$ cat config.mk
export PLATFORM = sky130hd
export DESIGN_NAME = query_string_percent_decoder_core
export DESIGN_NICKNAME = d
export VERILOG_FILES = /design/src/hdl/qspd_pkg.sv /design/src/hdl/qspd_front.sv /design/src/hdl/qspd_queue.sv /design/src/hdl/qspd_back.sv /design/src/hdl/query_string_percent_decoder_core.sv
export SDC_FILE = /design/constraint.sdc
export NUM_CORES = 1
export LEC_CHECK = 0
export BUFFER_PORTS_ARGS = -buffer_cell sky130_fd_sc_hd__buf_2
export CAP_MARGIN = 20
export CORE_MARGIN = 10
export CORE_UTILIZATION = 56
export DETAILED_ROUTE_END_ITERATION = 12
export PLACE_DENSITY = 0.76
export SLEW_MARGIN = 20
export SYNTH_ARGS = -nofsm -noshare
export SYNTH_HDL_FRONTEND = slang
export SYNTH_SLANG_ARGS = --single-unit
$ cat constraint.sdc
create_clock -name i_clk -period 3.34 [get_ports i_clk]
set_input_delay 0 -clock i_clk [delete_from_list [all_inputs] [get_ports i_clk]]
set_output_delay 0 -clock i_clk [all_outputs]
set_load 0.01 [all_outputs]
$ cat src/hdl/qspd_pkg.sv
// shared types and constants for the query string percent decoder
// no dependencies

package qspd_pkg;

    localparam logic [7:0] CH_PCT   = 8'h25;
    localparam logic [7:0] CH_PLUS  = 8'h2B;
    localparam logic [7:0] CH_AMP   = 8'h26;
    localparam logic [7:0] CH_EQ    = 8'h3D;
    localparam logic [7:0] CH_SPACE = 8'h20;

    localparam int MAX_RES   = 3;
    localparam int RES_CNT_W = $clog2(MAX_RES + 1);

    localparam int QDEPTH = 4;
    localparam int QPTR_W = $clog2(QDEPTH);
    localparam int QCNT_W = $clog2(QDEPTH + 1);

    typedef enum logic [1:0] {
        ESC_IDLE,
        ESC_PCT,
        ESC_DIGIT
    } t_esc_phase;

    typedef struct packed {
        logic [7:0] in_byte;
        logic       final_byte;
    } t_qspd_in;

    typedef struct packed {
        logic [7:0] out_byte;
        logic       byte_valid;
        logic       in_value_part;
        logic       pair_end;
        logic       run_last;
    } t_qspd_out;

    typedef struct packed {
        logic [7:0] out_byte;
        logic       byte_valid;
        logic       in_value_part;
    } t_qspd_res;

    typedef struct packed {
        t_qspd_res [MAX_RES-1:0] res;
        logic [RES_CNT_W-1:0]    cnt;
        logic                    pair_end;
    } t_qspd_run;

endpackage

$ cat src/hdl/qspd_front.sv
// front part: classifies each input byte and builds its run of up to three results
// depends on qspd_pkg

module qspd_front import qspd_pkg::*; (
    input  logic      i_clk,
    input  logic      i_rst_n,
    input  logic      i_accept,
    input  t_qspd_in  i_in,
    output logic      o_push,
    output t_qspd_run o_run
);

    t_esc_phase r_phase, n_phase;
    logic [7:0] r_held, n_held;
    logic       r_side, n_side;

    t_qspd_run  w_run;
    logic       w_ending;
    logic [4:0] w_hex_hi;
    logic [4:0] w_hex_lo;

    function automatic logic [4:0] hex_nib(input logic [7:0] c);
        if (c >= 8'h30 && c <= 8'h39) begin
            return {1'b1, 4'(c - 8'h30)};
        end else if (c >= 8'h41 && c <= 8'h46) begin
            return {1'b1, 4'(c - 8'h37)};
        end else if (c >= 8'h61 && c <= 8'h66) begin
            return {1'b1, 4'(c - 8'h57)};
        end
        return 5'b0;
    endfunction

    function automatic t_qspd_run put(input t_qspd_run r, input logic [7:0] b,
                                      input logic v, input logic s);
        t_qspd_run q;
        q = r;
        if (q.cnt != RES_CNT_W'(MAX_RES)) begin
            q.res[q.cnt].out_byte      = v ? b : 8'h00;
            q.res[q.cnt].byte_valid    = v;
            q.res[q.cnt].in_value_part = s;
            q.cnt                      = q.cnt + 1'b1;
        end
        return q;
    endfunction

    function automatic t_qspd_run flush(input t_qspd_run r, input t_esc_phase ph,
                                        input logic [7:0] held, input logic s);
        t_qspd_run q;
        q = r;
        if (ph != ESC_IDLE) begin
            q = put(q, CH_PCT, 1'b1, s);
        end
        if (ph == ESC_DIGIT) begin
            q = put(q, held, 1'b1, s);
        end
        return q;
    endfunction

    always_comb begin
        w_run    = '0;
        w_ending = 1'b0;
        n_phase  = r_phase;
        n_held   = r_held;
        n_side   = r_side;
        w_hex_hi = hex_nib(r_held);
        w_hex_lo = hex_nib(i_in.in_byte);

        if (i_in.in_byte == CH_AMP) begin
            w_run    = flush(w_run, n_phase, n_held, n_side);
            n_phase  = ESC_IDLE;
            w_ending = 1'b1;
        end else if (i_in.in_byte == CH_EQ && !n_side) begin
            w_run   = flush(w_run, n_phase, n_held, n_side);
            n_phase = ESC_IDLE;
            n_side  = 1'b1;
        end else begin
            case (r_phase)
                ESC_IDLE: begin
                    if (i_in.in_byte == CH_PCT) begin
                        n_phase = ESC_PCT;
                    end else if (i_in.in_byte == CH_PLUS) begin
                        w_run = put(w_run, CH_SPACE, 1'b1, n_side);
                    end else begin
                        w_run = put(w_run, i_in.in_byte, 1'b1, n_side);
                    end
                end
                ESC_PCT: begin
                    n_held  = i_in.in_byte;
                    n_phase = ESC_DIGIT;
                end
                ESC_DIGIT: begin
                    if (w_hex_hi[4] && w_hex_lo[4]) begin
                        w_run = put(w_run, {w_hex_hi[3:0], w_hex_lo[3:0]}, 1'b1, n_side);
                    end else begin
                        w_run = put(w_run, CH_PCT, 1'b1, n_side);
                        w_run = put(w_run, r_held, 1'b1, n_side);
                        w_run = put(w_run, i_in.in_byte, 1'b1, n_side);
                    end
                    n_phase = ESC_IDLE;
                end
                default: begin
                    n_phase = ESC_IDLE;
                end
            endcase
        end

        if (i_in.final_byte && !w_ending) begin
            w_run    = flush(w_run, n_phase, n_held, n_side);
            n_phase  = ESC_IDLE;
            w_ending = 1'b1;
        end

        if (w_ending) begin
            if (w_run.cnt == '0) begin
                w_run = put(w_run, 8'h00, 1'b0, n_side);
            end
            n_side  = 1'b0;
            n_phase = ESC_IDLE;
        end
        if (i_in.final_byte) begin
            n_held = 8'h00;
        end
        w_run.pair_end = w_ending;
    end

    always_ff @(posedge i_clk) begin
        if (!i_rst_n) begin
            r_phase <= ESC_IDLE;
            r_held  <= 8'h00;
            r_side  <= 1'b0;
        end else if (i_accept) begin
            r_phase <= n_phase;
            r_held  <= n_held;
            r_side  <= n_side;
        end
    end

    assign o_push = i_accept && (w_run.cnt != '0);
    assign o_run  = w_run;

endmodule

$ cat src/hdl/qspd_queue.sv
// short queue of result runs between the front and back parts
// depends on qspd_pkg

module qspd_queue import qspd_pkg::*; (
    input  logic      i_clk,
    input  logic      i_rst_n,
    input  logic      i_push,
    input  t_qspd_run i_data,
    input  logic      i_pop,
    output t_qspd_run o_data,
    output logic      o_full,
    output logic      o_empty
);

    t_qspd_run         r_mem [QDEPTH];
    logic [QPTR_W-1:0] r_wp, n_wp;
    logic [QPTR_W-1:0] r_rp, n_rp;
    logic [QCNT_W-1:0] r_cnt, n_cnt;

    always_comb begin
        n_wp  = i_push ? QPTR_W'(r_wp + 1'b1) : r_wp;
        n_rp  = i_pop ? QPTR_W'(r_rp + 1'b1) : r_rp;
        n_cnt = r_cnt;
        case ({i_push, i_pop})
            2'b10:   n_cnt = r_cnt + 1'b1;
            2'b01:   n_cnt = r_cnt - 1'b1;
            default: n_cnt = r_cnt;
        endcase
    end

    always_ff @(posedge i_clk) begin
        if (!i_rst_n) begin
            r_wp  <= '0;
            r_rp  <= '0;
            r_cnt <= '0;
        end else begin
            r_wp  <= n_wp;
            r_rp  <= n_rp;
            r_cnt <= n_cnt;
        end
    end

    always_ff @(posedge i_clk) begin
        if (i_push) begin
            r_mem[r_wp] <= i_data;
        end
    end

    assign o_data  = r_mem[r_rp];
    assign o_full  = (r_cnt == QCNT_W'(QDEPTH));
    assign o_empty = (r_cnt == '0);

endmodule

$ cat src/hdl/qspd_back.sv
// back part: walks the head run into the output register one result per cycle
// while the register is free or being taken; depends on qspd_pkg

module qspd_back import qspd_pkg::*; (
    input  logic      i_clk,
    input  logic      i_rst_n,
    input  t_qspd_run i_head,
    input  logic      i_empty,
    output logic      o_pop,
    input  logic      i_ready,
    output logic      o_valid,
    output t_qspd_out o_data
);

    logic [RES_CNT_W-1:0] r_idx, n_idx;
    logic                 r_ov, n_ov;
    t_qspd_out            r_out;

    t_qspd_res w_sel;
    logic      w_last;
    logic      w_load;

    always_comb begin
        case (r_idx)
            RES_CNT_W'(0): w_sel = i_head.res[0];
            RES_CNT_W'(1): w_sel = i_head.res[1];
            default:       w_sel = i_head.res[MAX_RES-1];
        endcase
        w_last = (r_idx == RES_CNT_W'(i_head.cnt - 1'b1));
        w_load = !i_empty && (!r_ov || i_ready);
        o_pop  = w_load && w_last;
        n_idx  = r_idx;
        n_ov   = r_ov;
        if (w_load) begin
            n_ov  = 1'b1;
            n_idx = w_last ? '0 : RES_CNT_W'(r_idx + 1'b1);
        end else if (i_ready) begin
            n_ov = 1'b0;
        end
    end

    always_ff @(posedge i_clk) begin
        if (!i_rst_n) begin
            r_idx <= '0;
            r_ov  <= 1'b0;
        end else begin
            r_idx <= n_idx;
            r_ov  <= n_ov;
        end
    end

    always_ff @(posedge i_clk) begin
        if (w_load) begin
            r_out.out_byte      <= w_sel.out_byte;
            r_out.byte_valid    <= w_sel.byte_valid;
            r_out.in_value_part <= w_sel.in_value_part;
            r_out.pair_end      <= i_head.pair_end && w_last;
            r_out.run_last      <= w_last;
        end
    end

    assign o_valid = r_ov;
    assign o_data  = r_out;

endmodule

$ cat src/hdl/query_string_percent_decoder_core.sv
// query string percent decoder, top level: front, run queue, back
// throughput: one input byte per cycle while the four-run queue has room
// a byte that yields several results, such as a three-result escape, sends them out one result at a time
// path: a byte's run is written into the queue, then each result is loaded into the back part's output register
// reset: synchronous active low, clears escape state, queue and output valid
// depends on qspd_pkg, qspd_front, qspd_queue, qspd_back

module query_string_percent_decoder_core import qspd_pkg::*; (
    input  logic      i_clk,
    input  logic      i_rst_n,
    input  logic      i_in_valid,
    output logic      o_in_ready,
    input  t_qspd_in  i_in_data,
    output logic      o_out_valid,
    input  logic      i_out_ready,
    output t_qspd_out o_out_data
);

    logic      w_accept;
    logic      w_push;
    logic      w_pop;
    logic      w_full;
    logic      w_empty;
    t_qspd_run w_run;
    t_qspd_run w_head;

    assign o_in_ready = !w_full;
    assign w_accept   = i_in_valid && o_in_ready;

    qspd_front u_front (
        .i_clk    (i_clk),
        .i_rst_n  (i_rst_n),
        .i_accept (w_accept),
        .i_in     (i_in_data),
        .o_push   (w_push),
        .o_run    (w_run)
    );

    qspd_queue u_queue (
        .i_clk   (i_clk),
        .i_rst_n (i_rst_n),
        .i_push  (w_push),
        .i_data  (w_run),
        .i_pop   (w_pop),
        .o_data  (w_head),
        .o_full  (w_full),
        .o_empty (w_empty)
    );

    qspd_back u_back (
        .i_clk   (i_clk),
        .i_rst_n (i_rst_n),
        .i_head  (w_head),
        .i_empty (w_empty),
        .o_pop   (w_pop),
        .i_ready (i_out_ready),
        .o_valid (o_out_valid),
        .o_data  (o_out_data)
    );

`ifndef SYNTHESIS
    a_no_overflow: assert property (@(posedge i_clk) disable iff (!i_rst_n)
        w_push |-> !w_full)
        else $error("run pushed into a full queue");

    a_pop_nonempty: assert property (@(posedge i_clk) disable iff (!i_rst_n)
        w_pop |-> !w_empty)
        else $error("run popped from an empty queue");

    a_pair_end_last: assert property (@(posedge i_clk) disable iff (!i_rst_n)
        o_out_valid && o_out_data.pair_end |-> o_out_data.run_last)
        else $error("pair end not on the last result of a run");

    a_empty_result: assert property (@(posedge i_clk) disable iff (!i_rst_n)
        o_out_valid && !o_out_data.byte_valid |->
            o_out_data.pair_end && (o_out_data.out_byte == 8'h00))
        else $error("result without a byte that does not close a pair");
`endif

endmodule
== After elaboration in Yosys (flattened, before gate mapping) ==
Memory sizes are Yosys's and may differ from the RTL's. A register that Yosys moved wholly into a read port is not among the register bits.
Cells that the tools add are included.

* Register bits: 33
* RAM bits: 132
* Bits of input ports: 13
* Output and inout bits: 14
* Word-level logic and storage cells: 248
* Memories: 1

* $add $sub $neg: 19
* Order comparisons: 26
* Eq/ne operators: 19
* Mux-type cells: 134
* Reductions and logical operators: 36

{| class="wikitable"
|+ Memories
! memory !! depth !! bits a word !! read ports !! clocked after memory_dff !! write ports !! line !! text
|-
| u_queue.r_mem || 4 || 33 || 1 || 1 || 1 || qspd_queue.sv:15 || <nowiki>t_qspd_run r_mem [QDEPTH];</nowiki>
|}

{| class="wikitable"
|+ Operators with widths
! kind !! count
|-
| bitwise mux 30 bit || 21
|-
| two-way mux 33 bit || 15
|-
| demux 10 bit (select 2 bit) || 21
|-
| two-way mux 32 bit || 11
|-
| two-way mux 10 bit || 7
|-
| one-hot mux 33 bit (2 select lines) || 1
|-
| two-way mux 12 bit || 4
|-
| two-way mux 5 bit || 8
|-
| == test 8 x 6 -> 1 bit, second input constant || 4
|-
| greater-or-equal comparator 8 x 7 -> 1 bit, second input constant || 4
|-
| <= comparator 8 x 7 -> 1 bit, second input constant || 4
|-
| two-way mux 8 bit || 4
|-
| two-way mux 2 bit || 15
|-
| two-way mux 1 bit || 22
|-
| logical AND 1 bit || 21
|-
| < comparator 2 x 3 -> 1 bit, second input constant || 7
|-
| adder 2 x 1 -> 2 bit, second input constant || 10
|-
| one-hot mux 10 bit (2 select lines) || 1
|-
| greater-or-equal comparator 8 x 6 -> 1 bit, second input constant || 2
|-
| <= comparator 8 x 6 -> 1 bit, second input constant || 2
|-
| subtractor 4 x 3 -> 4 bit, second input constant || 4
|-
| greater-or-equal comparator 2 x 1 -> 1 bit, second input constant || 7
|-
| != test 2 bit, second input constant || 7
|-
| two-way mux 13 bit || 1
|-
| other kinds (16) || 31
|}

== Depth between registers and ports, before layout ==
* Word-level depth: 69
* Mapped depth: 14
* Mapped depth without buffers: 13

== Modules after synthesis ==
From an unflattened synthesis, not the netlist that was laid out.

* Cell total of the unflattened synthesis: 491
* Area total of the unflattened synthesis: 7508.5 um2

{| class="wikitable"
|+ By module, submodules not included
! module !! times used !! cells an instance !! area an instance (um2) !! sequential area each (um2)
|-
| qspd_queue || 1 || 219 || 5258.8 || 4144.0
|-
| qspd_front || 1 || 200 || 1511.4 || 220.2
|-
| qspd_back || 1 || 70 || 728.2 || 420.4
|-
| query_string_percent_decoder_core || 1 || 2 || 10.0 || 0.0
|}

== Worst setup path after synthesis ==
No wires, ideal clock.

* Path kind: register to register
* From: reg u_front.r_phase[1]
* To: reg u_queue.r_cnt[2]
* Library setup time: 0.076 ns
* Arrival: 3.138 ns
* Required time: 3.264 ns
* Slack: 0.126 ns
* Cell stages (with the launch flop): 14
* Path buffers: 1
* Period minus slack after synthesis: 3.214 ns
* Cells stage by stage: dfxtp_1 nor2b_1 inv_1 ha_1 nand2b_1 clkbuf_1 o21ai_4 o21a_4 inv_1 ha_1 fa_1 xnor2_1 or3_1 a21boi_0

{| class="wikitable"
|+ RTL lines
! item !! line !! text
|-
| from (decl) || qspd_front.sv:13 || <nowiki>t_esc_phase r_phase, n_phase;</nowiki>
|-
| from (signal assigned) || qspd_front.sv:132 || <nowiki>r_phase <= n_phase;</nowiki>
|-
| to (signal assigned) || qspd_queue.sv:39 || <nowiki>r_cnt <= n_cnt;</nowiki>
|-
| to (decl) || qspd_queue.sv:18 || <nowiki>logic [QCNT_W-1:0] r_cnt, n_cnt;</nowiki>
|}

==> parameters.txt <==
Parameter                              Value

Floorplanning
  I/O pins    27
  Die Outline Area    between 15000 and 20000 um^2
  Starting Density    a little under three fifths
  Die Span X    136 um
  Count of standard-cell rows    42
  Core area    13200 um^2
  Vert. Die Dim    ~140 um

Clocking
  TritonCTS clock tree    built
  CTS Root Buffer Type    clkbuf_16
  Clock transition at path regs    60 ps
  Worst-case clock buffer depth    2
  Clock latency of the later-clocked register in the worst-skew pair    ~430 ps
  Clock Sink Count    between 150 and 200
  Cts bufs inserted    17
  Maximum level of the CTS H-tree    4

Pwr
  Power dissipated by switching net loads    around 0.0016 W
  Reg power frac    between 40% and 50%
  Sw Share    27.3%
  Internal power summed over all cells    0.00438 W
  Leak Pwr    2.95 nW
  Clock network fraction of design power    between 30% and 40%
  Comb pwr share    21.4%
  Peak supply drop    between 0.4 and 0.5 mV
  Power density over the cells    about 700 nW/um^2

Critical path
  Maximum fanout count along the critical path    7
  Startpoint class of the critical path    primary input
  Cell with the biggest individual delay on the critical path    dlygate4sd3_1
  Worst path cell trace    dlygate4sd3_1, buf_4, ha_1, or3b_2, a21o_1, mux2_4, o21ai_4, o21a_4, inv_1, ha_1, fa_1, xnor2_1, or3_1, a21boi_1
  Endpoint type of the worst setup path    register
  Slowest stage delay, CP    approximately 520 ps
  Cell mode on critical path    ha_1
  Crit path DAT    3540 ps
  Required time reported for the critical path endpoint    between 3000 and 4000 ps
  Setup Crit Path Kind    in -> reg

Logic synthesis
  Post-synth net total    between 500 and 600
  Synth Flop Type    edfxtp_1
  Proportion of synthesized chip area in sequential cells    between 60% and 70%
  Cell area after synthesis    approximately 7500 um^2
  Ys Warns    0
  Post-synth cell types    65
  Post-synth ARST share    0%
  Flop and latch count out of synthesis    167
  Number of enable flip-flop cells after synthesis    about 140
  Gate Count Post-Synth    around 500
  Mean instance size in the synthesized netlist    ~15 um^2

STA
  Transition time at the pin with the least slew margin    between 800 and 900 ps
  Total negative slack    0 ps
  Worst-case setup margin in the final layout    approximately 150 ps
  Max transition margin    a little over two fifths
  Fin Clk Skew    around 8.2 ps
  Finish-stage setup viols    0
  Final max-slew violation count    0
  Unrepaired setup endpoints after global routing    false
  Maximum achievable frequency    approximately 0.31 GHz
  Final Hold Fails    0
  Final clock period utilization by the worst path    roughly 96%
  Minimum clock period after layout    roughly 3200 ps

Placed design
  Setup WS pre-CTS    between 30 and 40 ps
  Number of buffer cells added on primary ports    26
  GPL Wtd Cong    around 0.90
  Post-DP HPWL    roughly 11 mm

Routing
  DRC errors left    0
  Count of nets left with antenna violations after detail routing    0
  Via total after detailed routing    approximately 4500
  Vias/cell    roughly 6.1
  Number of search-and-repair iterations in the first detailed-routing pass    5
  Routed len/inst    between 20 and 25 um
  Routed WL    16.5 mm
  Initial DRC Count    about 560

Global route
  Global-route wire length before repair    26.1 mm
  Maximum number of pins on one net before global-route repair    34
  Overall global routing resource usage    about a fifth
  Antenna violations before repair    1
  Via count of the first global-routing pass    between 4000 and 5000
  Remaining Overflow, GRT    0

Layout
  Fill cell count    942
  Nets    approximately 580
  Area delta synth->final    14.2%
  Most common cell after layout, fill and taps aside    edfxtp_1
  Commonest non-fill, non-tap cells in the layout    edfxtp_1 (144), mux4_2 (33), inv_1 (27)
  Ant diodes    0
  Layout cells sized above 1    23.5%

Flow run
  Number of max-cap violations    0

Status
  Run status    complete, no violations

Min path
  Class of the most critical hold timing path    in -> reg
worst max-delay path, delay by kind of cell:
kind	cells	cell delay (ps)
AOI/OAI and AO/OA	4	680
buffers and inverters	3	710
adders and majority gates	3	850
and+or+nand+nor	2	810
muxes	1	340
xor gates and xnor gates	1	140
per-stage QoR:
| step | power [W] | instance area [um^2] | hold WS, ps | cells | utilization [%] |
|---|---|---|---|---|---|
| after floorplan | 0.00360 | 7530 | 149 | 502 | - |
| after global placement | 0.00401 | 7900 | 283 | 698 | 59.9 |
| after detailed placement | 0.00406 | 7900 | 299 | 698 | 59.9 |
| after CTS | 0.00607 | 8570 | 16.8 | 736 | 64.9 |
| after global routing | 0.00630 | 8590 | 37.5 | 738 | 65.2 |
| final | 0.00603 | 8590 | 14.6 | 738 | 65.2 |
cells in the mapped netlist (3+ instances only):
cell type | count | area share (%)
a22oi_1 | 19 | 1.9
nor3_1 | 6 | 0.40
and2_1 | 15 | 1.2
nor2_1 | 16 | 0.80
nand2_1 | 25 | 1.2
a22o_1 | 5 | 0.58
mux2i_1 | 6 | 0.80
ha_1 | 15 | 2.5
a21boi_0 | 7 | 0.70
nand3_1 | 8 | 0.53
o21ai_0 | 25 | 1.7
o22ai_1 | 3 | 0.25
edfxtp_1 | 144 | 57
xnor2_1 | 6 | 0.70
nor4_1 | 3 | 0.25
clkbuf_1 | 14 | 0.70
dfxtp_1 | 23 | 6.1
a21oi_1 | 11 | 0.73
inv_1 | 28 | 1.4
mux4_2 | 33 | 9.9
nand2b_1 | 6 | 0.50
nor2b_1 | 18 | 1.5
buf_2 | 6 | 0.40
nor3_2 | 3 | 0.40
power by group through the flow:
stage	combinational (W)	sequential, W	clock (W)
finish	0.00129	0.00272	0.00201
global route	0.00142	0.00275	0.00213
CTS	0.00131	0.00273	0.00203
detailed placement	0.00129	0.00277	0
global placement	0.00127	0.00275	0
floorplan	0.000820	0.00278	0
layout make-up:
type / count / area [um^2] / area share (%)
Clock buffer: 17 / 425 / 4.95
Clock inverter: 15 / 183 / 2.13
Inverter: 28 / 105 / 1.22
Multi-Input combinational cell: 284 / 2540 / 29.5
Sequential cell: 167 / 4790 / 55.7
Tap cell: 176 / 220 / 2.56
Timing Repair Buffer: 51 / 335 / 3.90
sequential cells by signal, summed over array words and instances (netlist names), 2 cells and up, named ones only:
name,flops
u_back.o_data,12
u_back.r_idx,2
u_front.r_held,8
u_front.r_phase,2
u_queue.r_cnt,3
u_queue.r_mem,132
u_queue.r_rp,2
u_queue.r_wp,2
final timing paths:
kind                startpoint                  to  slack [ps]  cells after the start
min                    i_rst_n  u_front.r_phase[0]          10                      2
max               i_in_data[2]    u_queue.r_cnt[2]         150                     14
max reg2reg  u_front.r_held[1]    u_queue.r_cnt[2]         180                     12
min reg2reg     u_back.o_valid      u_back.o_valid         480                      2
cell families after synthesis:
kind of cell	after synthesis	synth area share [%]
buffers and inverters	51	2.84
AO/OA/AOI/OAI	96	9.41
AND/OR/NAND/NOR	125	9.76
XOR/XNOR	7	0.814
flip-flops	167	63.6
adder cells (fa/ha/maj)	16	2.76
multiplexers	40	10.9
layer usage:
layer | vias to the layer above | track usage (%) | routed length, um
li1 | 2033 | - | -
met1 | 2271 | 24.3 | 7030
met2 | 179 | 30.1 | 8030
met3 | 37 | 4.46 | 1080
met4 | 2 | 7.16 | 353
met5 | - | 0 | 15
repair_timing:
| action | CTS | global route |
|---|---|---|
| gates resized for setup | 0 | 8 |
| hold buffers | 6 | 0 |
| setup buffers | 0 | 2 |
| setup endpoints to repair | 0 | 1 |
| hold endpoints to repair | 6 | 0 |
Power figures use the tool's default switching activity.
